===== src/brsp_pkg.sv =====
`default_nettype none
package brsp_pkg;

  localparam int unsigned DATA_W = 8;
  localparam int unsigned WORD_W = 32;
  localparam int unsigned KIND_W = 2;
  localparam int unsigned TYPE_W = 4;
  localparam int unsigned CFG_IDX_W = 8;

  localparam logic [WORD_W-1:0] HDR_BYTES = 32'd8;
  localparam logic [TYPE_W-1:0] TYPE_MASK = 4'hF;

  // register indexes of the configuration port
  localparam logic [CFG_IDX_W-1:0] REG_DIRECTORY_RVA = 8'd0;
  localparam logic [CFG_IDX_W-1:0] REG_DIRECTORY_SIZE = 8'd1;

  // result kinds
  localparam logic [KIND_W-1:0] KIND_ENTRY = 2'd0;
  localparam logic [KIND_W-1:0] KIND_DIR_END = 2'd1;
  localparam logic [KIND_W-1:0] KIND_SIZE_SMALL = 2'd2;
  localparam logic [KIND_W-1:0] KIND_OVERRUN = 2'd3;

  typedef struct packed {
    logic [KIND_W-1:0] kind;
    logic [WORD_W-1:0] addr;
    logic [TYPE_W-1:0] etype;
    logic              last;
  } brsp_result_t;

  // results produced by one byte, in order: res0 first
  typedef struct packed {
    logic [1:0]   num;
    brsp_result_t res0;
    brsp_result_t res1;
  } brsp_push_t;

  // parse restart request from the register file
  typedef struct packed {
    logic              go;
    logic              rva_zero;
    logic [WORD_W-1:0] size;
  } brsp_restart_t;

endpackage
`default_nettype wire


===== src/brsp_in_if.sv =====
`default_nettype none
interface brsp_in_if
  import brsp_pkg::*;
  ();
  logic              valid;
  logic              ready;
  logic [DATA_W-1:0] data_byte;

  modport source (output valid, output data_byte, input ready);
  modport sink (input valid, input data_byte, output ready);
endinterface
`default_nettype wire


===== src/brsp_out_if.sv =====
`default_nettype none
interface brsp_out_if
  import brsp_pkg::*;
  ();
  logic              valid;
  logic              ready;
  logic [KIND_W-1:0] result_kind;
  logic [WORD_W-1:0] entry_address;
  logic [TYPE_W-1:0] entry_type;
  logic              final_result;

  modport source (output valid, output result_kind, output entry_address,
                  output entry_type, output final_result, input ready);
  modport sink (input valid, input result_kind, input entry_address,
                input entry_type, input final_result, output ready);
endinterface
`default_nettype wire


===== src/brsp_cfg_if.sv =====
`default_nettype none
interface brsp_cfg_if
  import brsp_pkg::*;
  ();
  logic                 valid;
  logic                 ready;
  logic [CFG_IDX_W-1:0] index;
  logic [WORD_W-1:0]    data;

  modport source (output valid, output index, output data, input ready);
  modport sink (input valid, input index, input data, output ready);
endinterface
`default_nettype wire


===== src/brsp_parser.sv =====
`default_nettype none
module brsp_parser
  import brsp_pkg::*;
(
  input  wire logic              clk,
  input  wire logic              rst_n,
  input  wire brsp_restart_t     restart,
  input  wire logic              in_take,
  input  wire logic [DATA_W-1:0] in_byte,
  output brsp_push_t             push
);

  typedef enum logic [1:0] {PH_HEADER, PH_LOW, PH_HIGH, PH_DONE} phase_t;

  phase_t              phase_r, phase_nxt;
  logic [WORD_W-1:0]   rem_r, rem_nxt;      // directory bytes left
  logic [WORD_W-1:0]   cnt_r, cnt_nxt;      // header count or body bytes left
  logic [2*WORD_W-1:0] hdr_r, hdr_nxt;
  logic [WORD_W-1:0]   page_r, page_nxt;
  logic [DATA_W-1:0]   low_r, low_nxt;
  logic                stage_valid_r;
  logic [DATA_W-1:0]   stage_byte_r;

  logic [WORD_W-1:0]   rem_dec;
  logic [2*WORD_W-1:0] shift_in;
  logic [WORD_W-1:0]   hdr_page;
  logic [WORD_W-1:0]   hdr_size;
  logic [WORD_W-1:0]   avail;
  logic [WORD_W-1:0]   body;
  logic [WORD_W-1:0]   cnt_after;
  logic                at_end;
  brsp_result_t        end_res;
  brsp_result_t        err_small;
  brsp_result_t        err_over;
  brsp_result_t        entry_res;

  assign rem_dec   = rem_r - 32'd1;
  assign shift_in  = {stage_byte_r, hdr_r[2*WORD_W-1:DATA_W]};
  assign hdr_page  = shift_in[WORD_W-1:0];
  assign hdr_size  = shift_in[2*WORD_W-1:WORD_W];
  assign avail     = rem_dec + HDR_BYTES;
  assign body      = hdr_size - HDR_BYTES;
  assign at_end    = rem_dec < HDR_BYTES;
  assign cnt_after = (cnt_r != '0) ? cnt_r - 32'd1 : '0;

  assign end_res   = '{kind: KIND_DIR_END, addr: '0, etype: '0, last: 1'b1};
  assign err_small = '{kind: KIND_SIZE_SMALL, addr: '0, etype: '0, last: 1'b1};
  assign err_over  = '{kind: KIND_OVERRUN, addr: '0, etype: '0, last: 1'b1};
  assign entry_res = '{kind: KIND_ENTRY,
                       addr: page_r + {20'd0, stage_byte_r[3:0], low_r},
                       etype: stage_byte_r[7:4] & TYPE_MASK,
                       last: 1'b0};

  always_comb begin
    phase_nxt = phase_r;
    rem_nxt   = rem_r;
    cnt_nxt   = cnt_r;
    hdr_nxt   = hdr_r;
    page_nxt  = page_r;
    low_nxt   = low_r;
    push      = '0;
    if (restart.go) begin
      phase_nxt = restart.rva_zero ? PH_DONE : PH_HEADER;
      rem_nxt   = restart.size;
      cnt_nxt   = '0;
    end else if (stage_valid_r) begin
      unique case (phase_r)
        PH_HEADER: begin
          if (cnt_r == '0 && rem_r < HDR_BYTES) begin
            // short directory before a header
            phase_nxt = PH_DONE;
            push.num  = 2'd1;
            push.res0 = end_res;
          end else begin
            hdr_nxt = shift_in;
            rem_nxt = rem_dec;
            cnt_nxt = cnt_r + 32'd1;
            if (cnt_r == HDR_BYTES - 32'd1) begin
              if (hdr_page == '0 && hdr_size == '0) begin
                phase_nxt = PH_DONE;
                push.num  = 2'd1;
                push.res0 = end_res;
              end else if (hdr_size < HDR_BYTES) begin
                phase_nxt = PH_DONE;
                push.num  = 2'd1;
                push.res0 = err_small;
              end else if (hdr_size > avail) begin
                phase_nxt = PH_DONE;
                push.num  = 2'd1;
                push.res0 = err_over;
              end else begin
                page_nxt = hdr_page;
                cnt_nxt  = body;
                if (body == '0) begin
                  // empty block: straight to the next boundary
                  cnt_nxt = '0;
                  if (at_end) begin
                    phase_nxt = PH_DONE;
                    push.num  = 2'd1;
                    push.res0 = end_res;
                  end else begin
                    phase_nxt = PH_HEADER;
                  end
                end else begin
                  phase_nxt = PH_LOW;
                end
              end
            end
          end
        end
        PH_LOW: begin
          rem_nxt = rem_dec;
          if (cnt_r <= 32'd1) begin
            // odd trailing byte closes the block silently
            cnt_nxt = '0;
            if (at_end) begin
              phase_nxt = PH_DONE;
              push.num  = 2'd1;
              push.res0 = end_res;
            end else begin
              phase_nxt = PH_HEADER;
            end
          end else begin
            low_nxt   = stage_byte_r;
            cnt_nxt   = cnt_r - 32'd1;
            phase_nxt = PH_HIGH;
          end
        end
        PH_HIGH: begin
          rem_nxt   = rem_dec;
          cnt_nxt   = cnt_after;
          push.num  = 2'd1;
          push.res0 = entry_res;
          if (cnt_after == '0) begin
            if (at_end) begin
              phase_nxt = PH_DONE;
              push.num  = 2'd2;
              push.res1 = end_res;
            end else begin
              phase_nxt = PH_HEADER;
            end
          end else begin
            phase_nxt = PH_LOW;
          end
        end
        PH_DONE: begin
          phase_nxt = PH_DONE;
        end
        default: begin
          phase_nxt = PH_DONE;
        end
      endcase
    end
  end

  always_ff @(posedge clk) begin
    if (!rst_n) begin
      phase_r       <= PH_DONE;
      rem_r         <= '0;
      cnt_r         <= '0;
      stage_valid_r <= 1'b0;
    end else begin
      phase_r       <= phase_nxt;
      rem_r         <= rem_nxt;
      cnt_r         <= cnt_nxt;
      stage_valid_r <= in_take;
    end
  end

  always_ff @(posedge clk) begin
    hdr_r        <= hdr_nxt;
    page_r       <= page_nxt;
    low_r        <= low_nxt;
    stage_byte_r <= in_byte;
  end

  a_pair_is_entry_then_end: assert property (@(posedge clk) disable iff (!rst_n)
    push.num == 2'd2 |-> push.res0.kind == KIND_ENTRY && push.res1.last)
    else $error("two results must be an entry followed by the directory end");

  a_last_stops_parse: assert property (@(posedge clk) disable iff (!rst_n)
    (push.num != 2'd0 && !restart.go &&
     ((push.num == 2'd1 && push.res0.last) || push.num == 2'd2))
    |=> phase_r == PH_DONE)
    else $error("parse continued after its last result");

  a_no_result_when_done: assert property (@(posedge clk) disable iff (!rst_n)
    phase_r == PH_DONE |-> push.num == 2'd0)
    else $error("result produced after the parse ended");

endmodule
`default_nettype wire


===== src/brsp_out_fifo.sv =====
`default_nettype none
module brsp_out_fifo
  import brsp_pkg::*;
#(
  parameter int unsigned DEPTH = 8
) (
  input  wire logic         clk,
  input  wire logic         rst_n,
  input  wire brsp_push_t   push,
  input  wire logic         pop,
  output brsp_result_t      head,
  output logic              not_empty,
  output logic              room
);

  localparam int unsigned PTR_W = $clog2(DEPTH);
  localparam int unsigned CNT_W = $clog2(DEPTH + 1);

  brsp_result_t     mem [DEPTH];
  logic [PTR_W-1:0] wr_ptr_r, wr_ptr_nxt;
  logic [PTR_W-1:0] rd_ptr_r, rd_ptr_nxt;
  logic [CNT_W-1:0] count_r, count_nxt;
  logic [PTR_W-1:0] wr_ptr_p1;

  assign wr_ptr_p1 = (wr_ptr_r == PTR_W'(DEPTH - 1)) ? '0 : wr_ptr_r + PTR_W'(1);
  assign head      = mem[rd_ptr_r];
  assign not_empty = count_r != '0;
  // a byte in flight may add two results, the next one two more
  assign room      = count_r <= CNT_W'(DEPTH - 4);

  always_comb begin
    wr_ptr_nxt = wr_ptr_r;
    rd_ptr_nxt = rd_ptr_r;
    if (push.num == 2'd1) begin
      wr_ptr_nxt = wr_ptr_p1;
    end else if (push.num == 2'd2) begin
      wr_ptr_nxt = (wr_ptr_p1 == PTR_W'(DEPTH - 1)) ? '0 : wr_ptr_p1 + PTR_W'(1);
    end
    if (pop) begin
      rd_ptr_nxt = (rd_ptr_r == PTR_W'(DEPTH - 1)) ? '0 : rd_ptr_r + PTR_W'(1);
    end
    count_nxt = count_r + CNT_W'(push.num) - CNT_W'(pop);
  end

  always_ff @(posedge clk) begin
    if (!rst_n) begin
      wr_ptr_r <= '0;
      rd_ptr_r <= '0;
      count_r  <= '0;
    end else begin
      wr_ptr_r <= wr_ptr_nxt;
      rd_ptr_r <= rd_ptr_nxt;
      count_r  <= count_nxt;
    end
  end

  always_ff @(posedge clk) begin
    if (push.num != 2'd0) begin
      mem[wr_ptr_r] <= push.res0;
    end
    if (push.num == 2'd2) begin
      mem[wr_ptr_p1] <= push.res1;
    end
  end

  a_no_overflow: assert property (@(posedge clk) disable iff (!rst_n)
    push.num != 2'd0 |-> count_r <= CNT_W'(DEPTH) - CNT_W'(push.num))
    else $error("result queue overflow");

  a_no_underflow: assert property (@(posedge clk) disable iff (!rst_n)
    pop |-> count_r != '0)
    else $error("pop from empty result queue");

endmodule
`default_nettype wire


===== src/base_relocation_stream_parser_core.sv =====
`default_nettype none
// Relocation directory stream parser. Raw directory bytes enter on in_ch,
// one byte per transaction, and the block walks the block headers and
// 16-bit entries, reporting on out_ch one transaction per entry (page plus
// 12-bit offset and the 4-bit type), plus a final transaction for the
// directory end or a header error. Throughput is one byte per clock while
// the result queue has room: each byte is registered, then a single stage
// of parse logic (one 32-bit add for the entry address, a few 32-bit
// compares on the header) updates the parse state and pushes up to two
// results into an 8-deep result queue. A result reaches the queue head once
// it is written into the queue memory and leaves from there on out_ch.
// in_ch.ready drops only while the result queue is close to full, so a
// short output stall does not back up the input. Writing either
// configuration register restarts the parse; write it only while idle. A
// directory address of zero disables the parser and bytes are dropped.
module base_relocation_stream_parser_core
  import brsp_pkg::*;
#(
  parameter int unsigned OUT_DEPTH = 8
) (
  input  wire logic  clk,
  input  wire logic  rst_n,
  brsp_in_if.sink    in_ch,
  brsp_out_if.source out_ch,
  brsp_cfg_if.sink   cfg_ch
);

  logic [WORD_W-1:0] rva_r, rva_nxt;
  logic [WORD_W-1:0] size_r, size_nxt;
  brsp_restart_t     restart;
  brsp_push_t        push;
  brsp_result_t      head;
  logic              not_empty;
  logic              room;
  logic              in_take;
  logic              out_take;
  logic              cfg_take;

  // config port never stalls
  assign cfg_ch.ready = 1'b1;
  assign cfg_take     = cfg_ch.valid && cfg_ch.ready;

  // register write decode, unknown indexes are dropped
  always_comb begin
    rva_nxt    = rva_r;
    size_nxt   = size_r;
    restart.go = 1'b0;
    if (cfg_take) begin
      unique case (cfg_ch.index)
        REG_DIRECTORY_RVA: begin
          rva_nxt    = cfg_ch.data;
          restart.go = 1'b1;
        end
        REG_DIRECTORY_SIZE: begin
          size_nxt   = cfg_ch.data;
          restart.go = 1'b1;
        end
        default: begin
          restart.go = 1'b0;
        end
      endcase
    end
    restart.rva_zero = rva_nxt == '0;
    restart.size     = size_nxt;
  end

  always_ff @(posedge clk) begin
    if (!rst_n) begin
      rva_r  <= '0;
      size_r <= '0;
    end else begin
      rva_r  <= rva_nxt;
      size_r <= size_nxt;
    end
  end

  // input side: one byte per transaction while the queue has headroom
  assign in_ch.ready = room;
  assign in_take     = in_ch.valid && in_ch.ready;

  brsp_parser u_parser (
    .clk     (clk),
    .rst_n   (rst_n),
    .restart (restart),
    .in_take (in_take),
    .in_byte (in_ch.data_byte),
    .push    (push)
  );

  // result side
  assign out_take = out_ch.valid && out_ch.ready;

  brsp_out_fifo #(
    .DEPTH (OUT_DEPTH)
  ) u_out_fifo (
    .clk       (clk),
    .rst_n     (rst_n),
    .push      (push),
    .pop       (out_take),
    .head      (head),
    .not_empty (not_empty),
    .room      (room)
  );

  assign out_ch.valid         = not_empty;
  assign out_ch.result_kind   = head.kind;
  assign out_ch.entry_address = head.addr;
  assign out_ch.entry_type    = head.etype;
  assign out_ch.final_result  = head.last;

  a_cfg_restart_only_known: assert property (@(posedge clk) disable iff (!rst_n)
    restart.go |-> cfg_take &&
      (cfg_ch.index == REG_DIRECTORY_RVA || cfg_ch.index == REG_DIRECTORY_SIZE))
    else $error("restart without a register write");

endmodule
`default_nettype wire


===== src/flat_wrapper.sv =====
// flat-port wrapper written by rule: the top's interface ports become plain ports
module base_relocation_stream_parser_core_flat import brsp_pkg::*;
#(
  parameter int unsigned OUT_DEPTH = 8
)
  (clk, rst_n, in_ch_valid, in_ch_data_byte, in_ch_ready, out_ch_valid, out_ch_result_kind, out_ch_entry_address, out_ch_entry_type, out_ch_final_result, out_ch_ready, cfg_ch_valid, cfg_ch_index, cfg_ch_data, cfg_ch_ready);
  brsp_in_if in_ch_i ();
  brsp_out_if out_ch_i ();
  brsp_cfg_if cfg_ch_i ();
  input  wire logic clk;
  input  wire logic rst_n;
  input wire logic [$bits(in_ch_i.valid)-1:0] in_ch_valid;
  input wire logic [$bits(in_ch_i.data_byte)-1:0] in_ch_data_byte;
  output wire logic [$bits(in_ch_i.ready)-1:0] in_ch_ready;
  output wire logic [$bits(out_ch_i.valid)-1:0] out_ch_valid;
  output wire logic [$bits(out_ch_i.result_kind)-1:0] out_ch_result_kind;
  output wire logic [$bits(out_ch_i.entry_address)-1:0] out_ch_entry_address;
  output wire logic [$bits(out_ch_i.entry_type)-1:0] out_ch_entry_type;
  output wire logic [$bits(out_ch_i.final_result)-1:0] out_ch_final_result;
  input wire logic [$bits(out_ch_i.ready)-1:0] out_ch_ready;
  input wire logic [$bits(cfg_ch_i.valid)-1:0] cfg_ch_valid;
  input wire logic [$bits(cfg_ch_i.index)-1:0] cfg_ch_index;
  input wire logic [$bits(cfg_ch_i.data)-1:0] cfg_ch_data;
  output wire logic [$bits(cfg_ch_i.ready)-1:0] cfg_ch_ready;
  assign in_ch_i.valid = in_ch_valid;
  assign in_ch_i.data_byte = in_ch_data_byte;
  assign in_ch_ready = in_ch_i.ready;
  assign out_ch_valid = out_ch_i.valid;
  assign out_ch_result_kind = out_ch_i.result_kind;
  assign out_ch_entry_address = out_ch_i.entry_address;
  assign out_ch_entry_type = out_ch_i.entry_type;
  assign out_ch_final_result = out_ch_i.final_result;
  assign out_ch_i.ready = out_ch_ready;
  assign cfg_ch_i.valid = cfg_ch_valid;
  assign cfg_ch_i.index = cfg_ch_index;
  assign cfg_ch_i.data = cfg_ch_data;
  assign cfg_ch_ready = cfg_ch_i.ready;
  base_relocation_stream_parser_core #(.OUT_DEPTH(OUT_DEPTH)) u_core (.clk(clk), .rst_n(rst_n), .in_ch(in_ch_i), .out_ch(out_ch_i), .cfg_ch(cfg_ch_i));
endmodule

===== config.mk =====
export PLATFORM = sky130hd
export DESIGN_NAME = base_relocation_stream_parser_core_flat
export DESIGN_NICKNAME = d
export VERILOG_FILES = /design/src/brsp_pkg.sv /design/src/brsp_in_if.sv /design/src/brsp_out_if.sv /design/src/brsp_cfg_if.sv /design/src/brsp_parser.sv /design/src/brsp_out_fifo.sv /design/src/base_relocation_stream_parser_core.sv /design/src/flat_wrapper.sv
export SDC_FILE = /design/constraint.sdc
export NUM_CORES = 1
export LEC_CHECK = 0
export BUFFER_PORTS_ARGS = -buffer_cell sky130_fd_sc_hd__buf_4
export CAP_MARGIN = 10
export CORE_MARGIN = 10
export CORE_UTILIZATION = 35
export CTS_CLUSTER_SIZE = 12
export DETAILED_ROUTE_END_ITERATION = 7
export SETUP_SLACK_MARGIN = 0.5
export SYNTH_ARGS = -nofsm -noshare
export SYNTH_HDL_FRONTEND = slang
export SYNTH_HIERARCHICAL = 1
export SYNTH_SLANG_ARGS = --single-unit

===== constraint.sdc =====
create_clock -name clk -period 24.7 [get_ports clk]
set_clock_uncertainty 0.2 [all_clocks]
set_input_delay 6.175 -clock clk [delete_from_list [all_inputs] [get_ports clk]]
set_output_delay 6.175 -clock clk [all_outputs]
set_load 0.05 [all_outputs]

==> Yosys cells after proc, flatten, opt, wreduce, memory -nomap -nowiden <==
Memory sizes are Yosys's and may differ from the RTL's. A register that Yosys moved wholly into a read port is not among the register bits.
Cells that the tools add are included.
{ "totals": {"register_bits": 253, "ramBits": 312, "inputBits": 53, "output_inout_bits": 42, "wordCells": 138, "mem_count": 1} }
{ "mem_list": {"columns": ["memory", "depth", "width", "rd", "rd_ports_with_merged_regs", "write_ports", "line", "rtl"], "rows": [
  ["u_core.u_out_fifo.mem", 8, 39, 1, 1, 2, "brsp_out_fifo.sv:19", "brsp_result_t mem [DEPTH];"]
]} }
{ "classes": {"n_addsub": 11, "order_cmp": 6, "n_eq_ne": 13, "n_mux": 59, "n_bitwise": 7, "n_reduce_logical": 28} }
{ "ops": {"columns": ["operator", "count"], "rows": [
  ["two-way mux 32 bit", 15],
  ["two-way mux 40 bit", 8],
  ["logical NOT 32 bit", 6],
  ["two-way mux 80 bit", 2],
  ["case mux 41 bit (3 select lines)", 1],
  ["two-way mux 38 bit", 3],
  ["less-than comparator 32 x 4 -> 1 bit (second input constant)", 3],
  ["case mux 32 bit (3 select lines)", 1],
  ["case mux 32 bit (2 select lines)", 1],
  ["subtractor 32 x 1 -> 32 bit (second input constant)", 2],
  ["adder 32 x 1 -> 32 bit (second input constant)", 1],
  ["adder 32 x 12 -> 32 bit", 1],
  ["adder 32 x 4 -> 32 bit (second input constant)", 1],
  ["equality test 32 x 3 -> 1 bit (second input constant)", 1],
  ["> comparator 32 bit", 1],
  ["<= comparator 32 x 1 -> 1 bit (second input constant)", 1],
  ["nonzero test 32 bit", 1],
  ["subtractor 32 x 4 -> 32 bit (second input constant)", 1],
  ["two-way mux 2 bit", 14],
  ["two-way mux 3 bit", 7],
  ["adder 3 x 1 -> 3 bit (second input constant)", 3],
  ["equality test 3 bit (second input constant)", 3],
  ["equality test 8 x 1 -> 1 bit (second input constant)", 1],
  ["logical NOT 8 bit", 1],
  ["21 further kinds", 45]
]} }

==> Longest topological paths before layout <==
{ "depth": {"ltp_word": 15, "ltp_mapped": 31, "ltp_nobuf": 26} }

==> By module <==
Netlist, hierarchy kept.
{ "modules_own_cells": {"columns": ["mod", "instances", "cells_each", "area_per_inst_um2", "seq_area_each_um2"], "rows": [
  ["brsp_out_fifo", 1, 908, 16304.4, 9629.2],
  ["brsp_parser", 1, 1492, 12693.4, 4384.2],
  ["base_relocation_stream_parser_core", 1, 279, 2800.2, 1281.2]
]} }

==> Worst setup path before layout <==
Ideal clock, no wire load.
{ "synth_timing": {"kind": "input to register", "startpoint": "input cfg_ch_index[1]", "endpoint": "register u_core.u_parser.page_r[0], enable pin", "setup_ns": 0.513, "t_arrival_ns": 10.172, "required_time_ns": 23.987, "slack_ns": 13.815, "cell_stages": 6, "cell_sequence": "or4_4 > nor4_1 > clkbuf_1 > clkinv_1 > nand2_1 > nor4b_1"} }
{ "synth_rtl": {"columns": ["element", "line", "rtl"], "rows": [
  ["from (decl)", "flat_wrapper.sv:22", "input wire logic [$bits(cfg_ch_i.index)-1:0] cfg_ch_index;"],
  ["to (signal assigned)", "brsp_parser.sv:172", "page_r <= page_nxt;"],
  ["to (decl)", "brsp_parser.sv:19", "logic [WORD_W-1:0] page_r, page_nxt;"]
]} }

==> impl_results.md <==
* Synthesized netlist cell count at ~2.7k
* WL/cell at 21.2 µm
* # setup viols final at 0
* Final period utilization at 46.3%
* Total power at between 2 and 3 mW
* Most common cell after layout, fill and taps aside: edfxtp_1
* Worst-path maximum fanout at 40
* First-pass GRT wire length at between 100000 and 150000 µm
* Cts bufs inserted at 60
* Inserted Diodes at 0
* FF+latch count, synth at 560
* Die W at 321 µm
* Slowest Stage Delay on Critical Path at roughly 900 ps
* Outcome: completed
* Worst Hold Depth at 0
* CTS H-tree lvls at 2
* Layout cells sized above 1 at 25.4%
* Min cycle time layout at 11440 ps
* CP Class: primary input to register
* Clk sinks at 560
* Reg clk slew, reported paths at about 60 ps
* CP arrival at 11480 ps
* Post_cts resized at 0
* CTS tree: done
* Slew HR at 17.9%
* Number of I/O port buffers at 93
* Maximum clock rate at between 80 and 90 MHz
* Yosys warns at 6
* Pins Over Slew Limit at 0
* GRT Util Overall at 15.8%
* Clock insertion delay at the later pin of the skew report at between 600 and 700 ps
* Worst slew pin tran at ~1200 ps
* Num ports at 95
* PwrDens at 82.6 nW/µm²
* Fillers at roughly 8.7k
* Crit start category: primary input
* Reg2Reg Capture Point: u_core/u_out_fifo/mem[2][34]
* Min-Delay Path Class: register to register
* Adder-cell share of the synthesized area at under 10%
* Worst hold path startpoint: u_core/u_parser/hdr_r[12]
* Routability cong. at roughly 0.89
* Pin count of the biggest net entering global routing at 75
* Hold endpoint: u_core/u_parser/page_r[4]
* Syn_area_per_cell at ~12 µm²
* Cell mode on critical path: buf_4
* Post-synthesis sequential area ratio at roughly half
* Max VDD drop at 0.0000596 V
* Final Hold Viols at 0
* Crit path max-delay family: simple AND/OR/NAND/NOR gates
* Critical Path, Cell by Cell: buf_4, or4_4, nor4_2, buf_4, clkinv_1, nand2_1, nor2_1, nand2_1, a21oi_1, o21bai_1, inv_1, ha_1, nor2b_1, and4b_2, buf_4, a21o_2
* RSZ-0062 raised after global routing: false
* LEAKAGE at 12.8 nW
* FF-to-FF path depth at 25
* Largest family of logic cells by synthesized area: multiplexers
* Post-DRT Antenna Nets at 0
* Antenna violations before repair at 1
* Core ar. at ~90000 µm²
* GRT overflow at 0
* FP Rows at 110
* Mapped Area at 31800 µm²
* Number of max-cap violations at 0
* Vias at between 20k and 25k
* DPL Wire Length at approximately 55000 µm
* Final WS setup at around 13000 ps
* Hold buffers post-CTS at 0
* Area grow syn2layout at 10.7%
* Synth Area in Compound Gates at roughly 6.8%
* Crit Reg-Reg Startpoint: u_core/u_parser/rem_r[0]
* Height of the chip at about 320 µm
* NumNets Final at 2809
* Vias per cell at about 5.4
* CTS max path bufs at 3
* Flop2flop setup slack at between 10000 and 15000 ps
* Vias in the first global route at around 21k
* CP endpoint kind: register
* Yosys cell types at 100
* Post-route DRC at 0
* Worst EP required at between 20000 and 25000 ps
* Main synth FF type: edfxtp_1
* Post-Synth XOR/XNOR Area at 4.24%
* EDFF count, synth at between 400 and 500
* Clock root buffer: clkbuf_16
* Post-Synth Simple-Gate Area at a little over an eighth
* Slowest stage cell, crit path: a21o_2
* Most frequent cells in the layout: edfxtp_1, mux2_2, nand2_1
* Critical path buffers and inverters at 5
* FFs w/ async S/R, synth at 0%
* Setup bufs post-CTS at 0
* Die Area at just over 100000 µm²
* Routed WL at between 80000 and 90000 µm
* Drt pass-1 iters at 7
* Initial core utilization at a little over a third
* Setup TNS at 0 ps
* Placement Setup Slack at 12510 ps
* Mux cell area share after synthesis at approximately 20%
* Initial DRC count at about 2k
-- routing by layer --
metal  up-vias  track usage, %  wire [µm]
met5         -               0          0
met4         0            4.22       1850
met3       148            3.01       4860
met2       619            26.5      40100
met1     10401            20.5      36000
li1      10054               -          -
-- synth_stat cells, drive strengths merged (6+ instances only) --
library cell	number	area [µm²]
a22oi	10	80.1
a21o	15	113
a21oi	65	325
a31oi	12	75.1
a32oi	7	61.3
or3	31	205
a211oi	10	75.1
nor2b	20	125
nand2b	15	93.8
ha	72	901
nand4	41	257
nand3	84	425
nor3	76	407
o211ai	8	60.1
nand2	176	663
edfxtp	408	12300
dfxtp	152	3040
clkbuf	106	418
mux2i	7	70.1
and2	71	452
inv	45	169
or2	10	62.6
o31ai	8	60.1
xnor2	81	709
nor3b	7	52.6
nor2	135	507
a22o	6	53.8
mux2	384	4440
nor4b	7	82.6
buf	114	821
o21ai	130	651
or4	22	176
xor2	73	639
mux4	78	1760
and3	21	133
a21boi	6	45.1
o21a	6	45.0
o221ai	8	70.1
nor4	76	503
-- stage by stage --
step                      cells  hold WS (ps)  cell area (µm²)  util (%)
after floorplan            2715           227            31900         -
after global placement     3796           244            33200      36.9
after detailed placement   3796           247            33200      36.9
after CTS                  3907           249            35200      39.1
after global routing       3907           253            35200      39.1
final                      3907           250            35200      39.1
-- final cells by class --
cell class	instances	area, µm²	area share, %
well taps	1176	1470	4.18
clock buffers	89	1700	4.83
inverters	46	173	0.491
flip-flops and latches	560	15300	43.5
multi-input cells	1888	15300	43.4
clock inverters	22	318	0.903
repair buffers	126	946	2.69
-- logic make-up after synthesis --
group / count (synthesis)
compound gates: 339
xor+xnor: 154
fa+ha+maj: 74
buf+inv: 267
flops: 560
mux: 469
other cells: 2
simple gates: 814
-- state kept, by name, indices dropped and copies added, names as in the netlist, named ones only --
| signal | count |
|---|---|
| u_core/u_out_fifo/rd_ptr_r | 3 |
| u_core/u_out_fifo/count_r | 4 |
| u_core/u_out_fifo/mem | 312 |
| u_core/rva_r | 32 |
| u_core/u_out_fifo/wr_ptr_r | 3 |
| u_core/u_parser/stage_valid_r | 1 |
| u_core/u_parser/phase_r | 2 |
| u_core/u_parser/low_r | 8 |
| u_core/u_parser/page_r | 32 |
| u_core/u_parser/hdr_r | 56 |
| u_core/u_parser/cnt_r | 32 |
| u_core/size_r | 32 |
| u_core/u_parser/rem_r | 32 |
| u_core/u_parser/stage_byte_r | 8 |
-- worst register-to-register path: stages (launching register included) --
cell	delay (ps)
dfxtp_1	330
inv_1	120
ha_1	330
nor4b_2	1030
or2_2	250
ha_1	230
or2b_2	360
or4_1	680
nor4b_4	450
mux2i_1	260
a22oi_2	80
xor2_1	160
ha_1	310
nand4_1	140
nor4_1	540
a21boi_0	280
nor3_1	460
a21bo_2	300
a21boi_1	330
o21bai_1	170
inv_1	110
ha_1	210
nor2b_1	400
and4b_2	290
buf_4	520
a21o_2	900
-- power by group --
part | internal (mW) | total, mW | switching (mW)
logic | 0.365 | 0.945 | 0.580
registers | 1.01 | 1.05 | 0.0350
clock network | 0.531 | 0.914 | 0.384
total | 1.91 | 2.91 | 0.999
-- worst max-delay path by stage --
| stage | startpoint | end | cells past startpoint |
|---|---|---|---|
| 2_1_floorplan | cfg_ch_index[1] | u_core/u_parser/page_r[0] | 6 |
| 3_3_place_gp | cfg_ch_index[1] | u_core/u_out_fifo/mem[2][24] | 16 |
| 3_5_place_dp | cfg_ch_index[1] | u_core/u_out_fifo/mem[2][35] | 16 |
| 4_1_cts | cfg_ch_index[1] | u_core/u_out_fifo/mem[2][34] | 16 |
| 5_1_grt | cfg_ch_index[1] | u_core/u_out_fifo/mem[2][34] | 16 |
| 6_report | cfg_ch_index[1] | u_core/u_out_fifo/mem[2][34] | 16 |
Note: power is estimated with default switching activity, not from simulation.
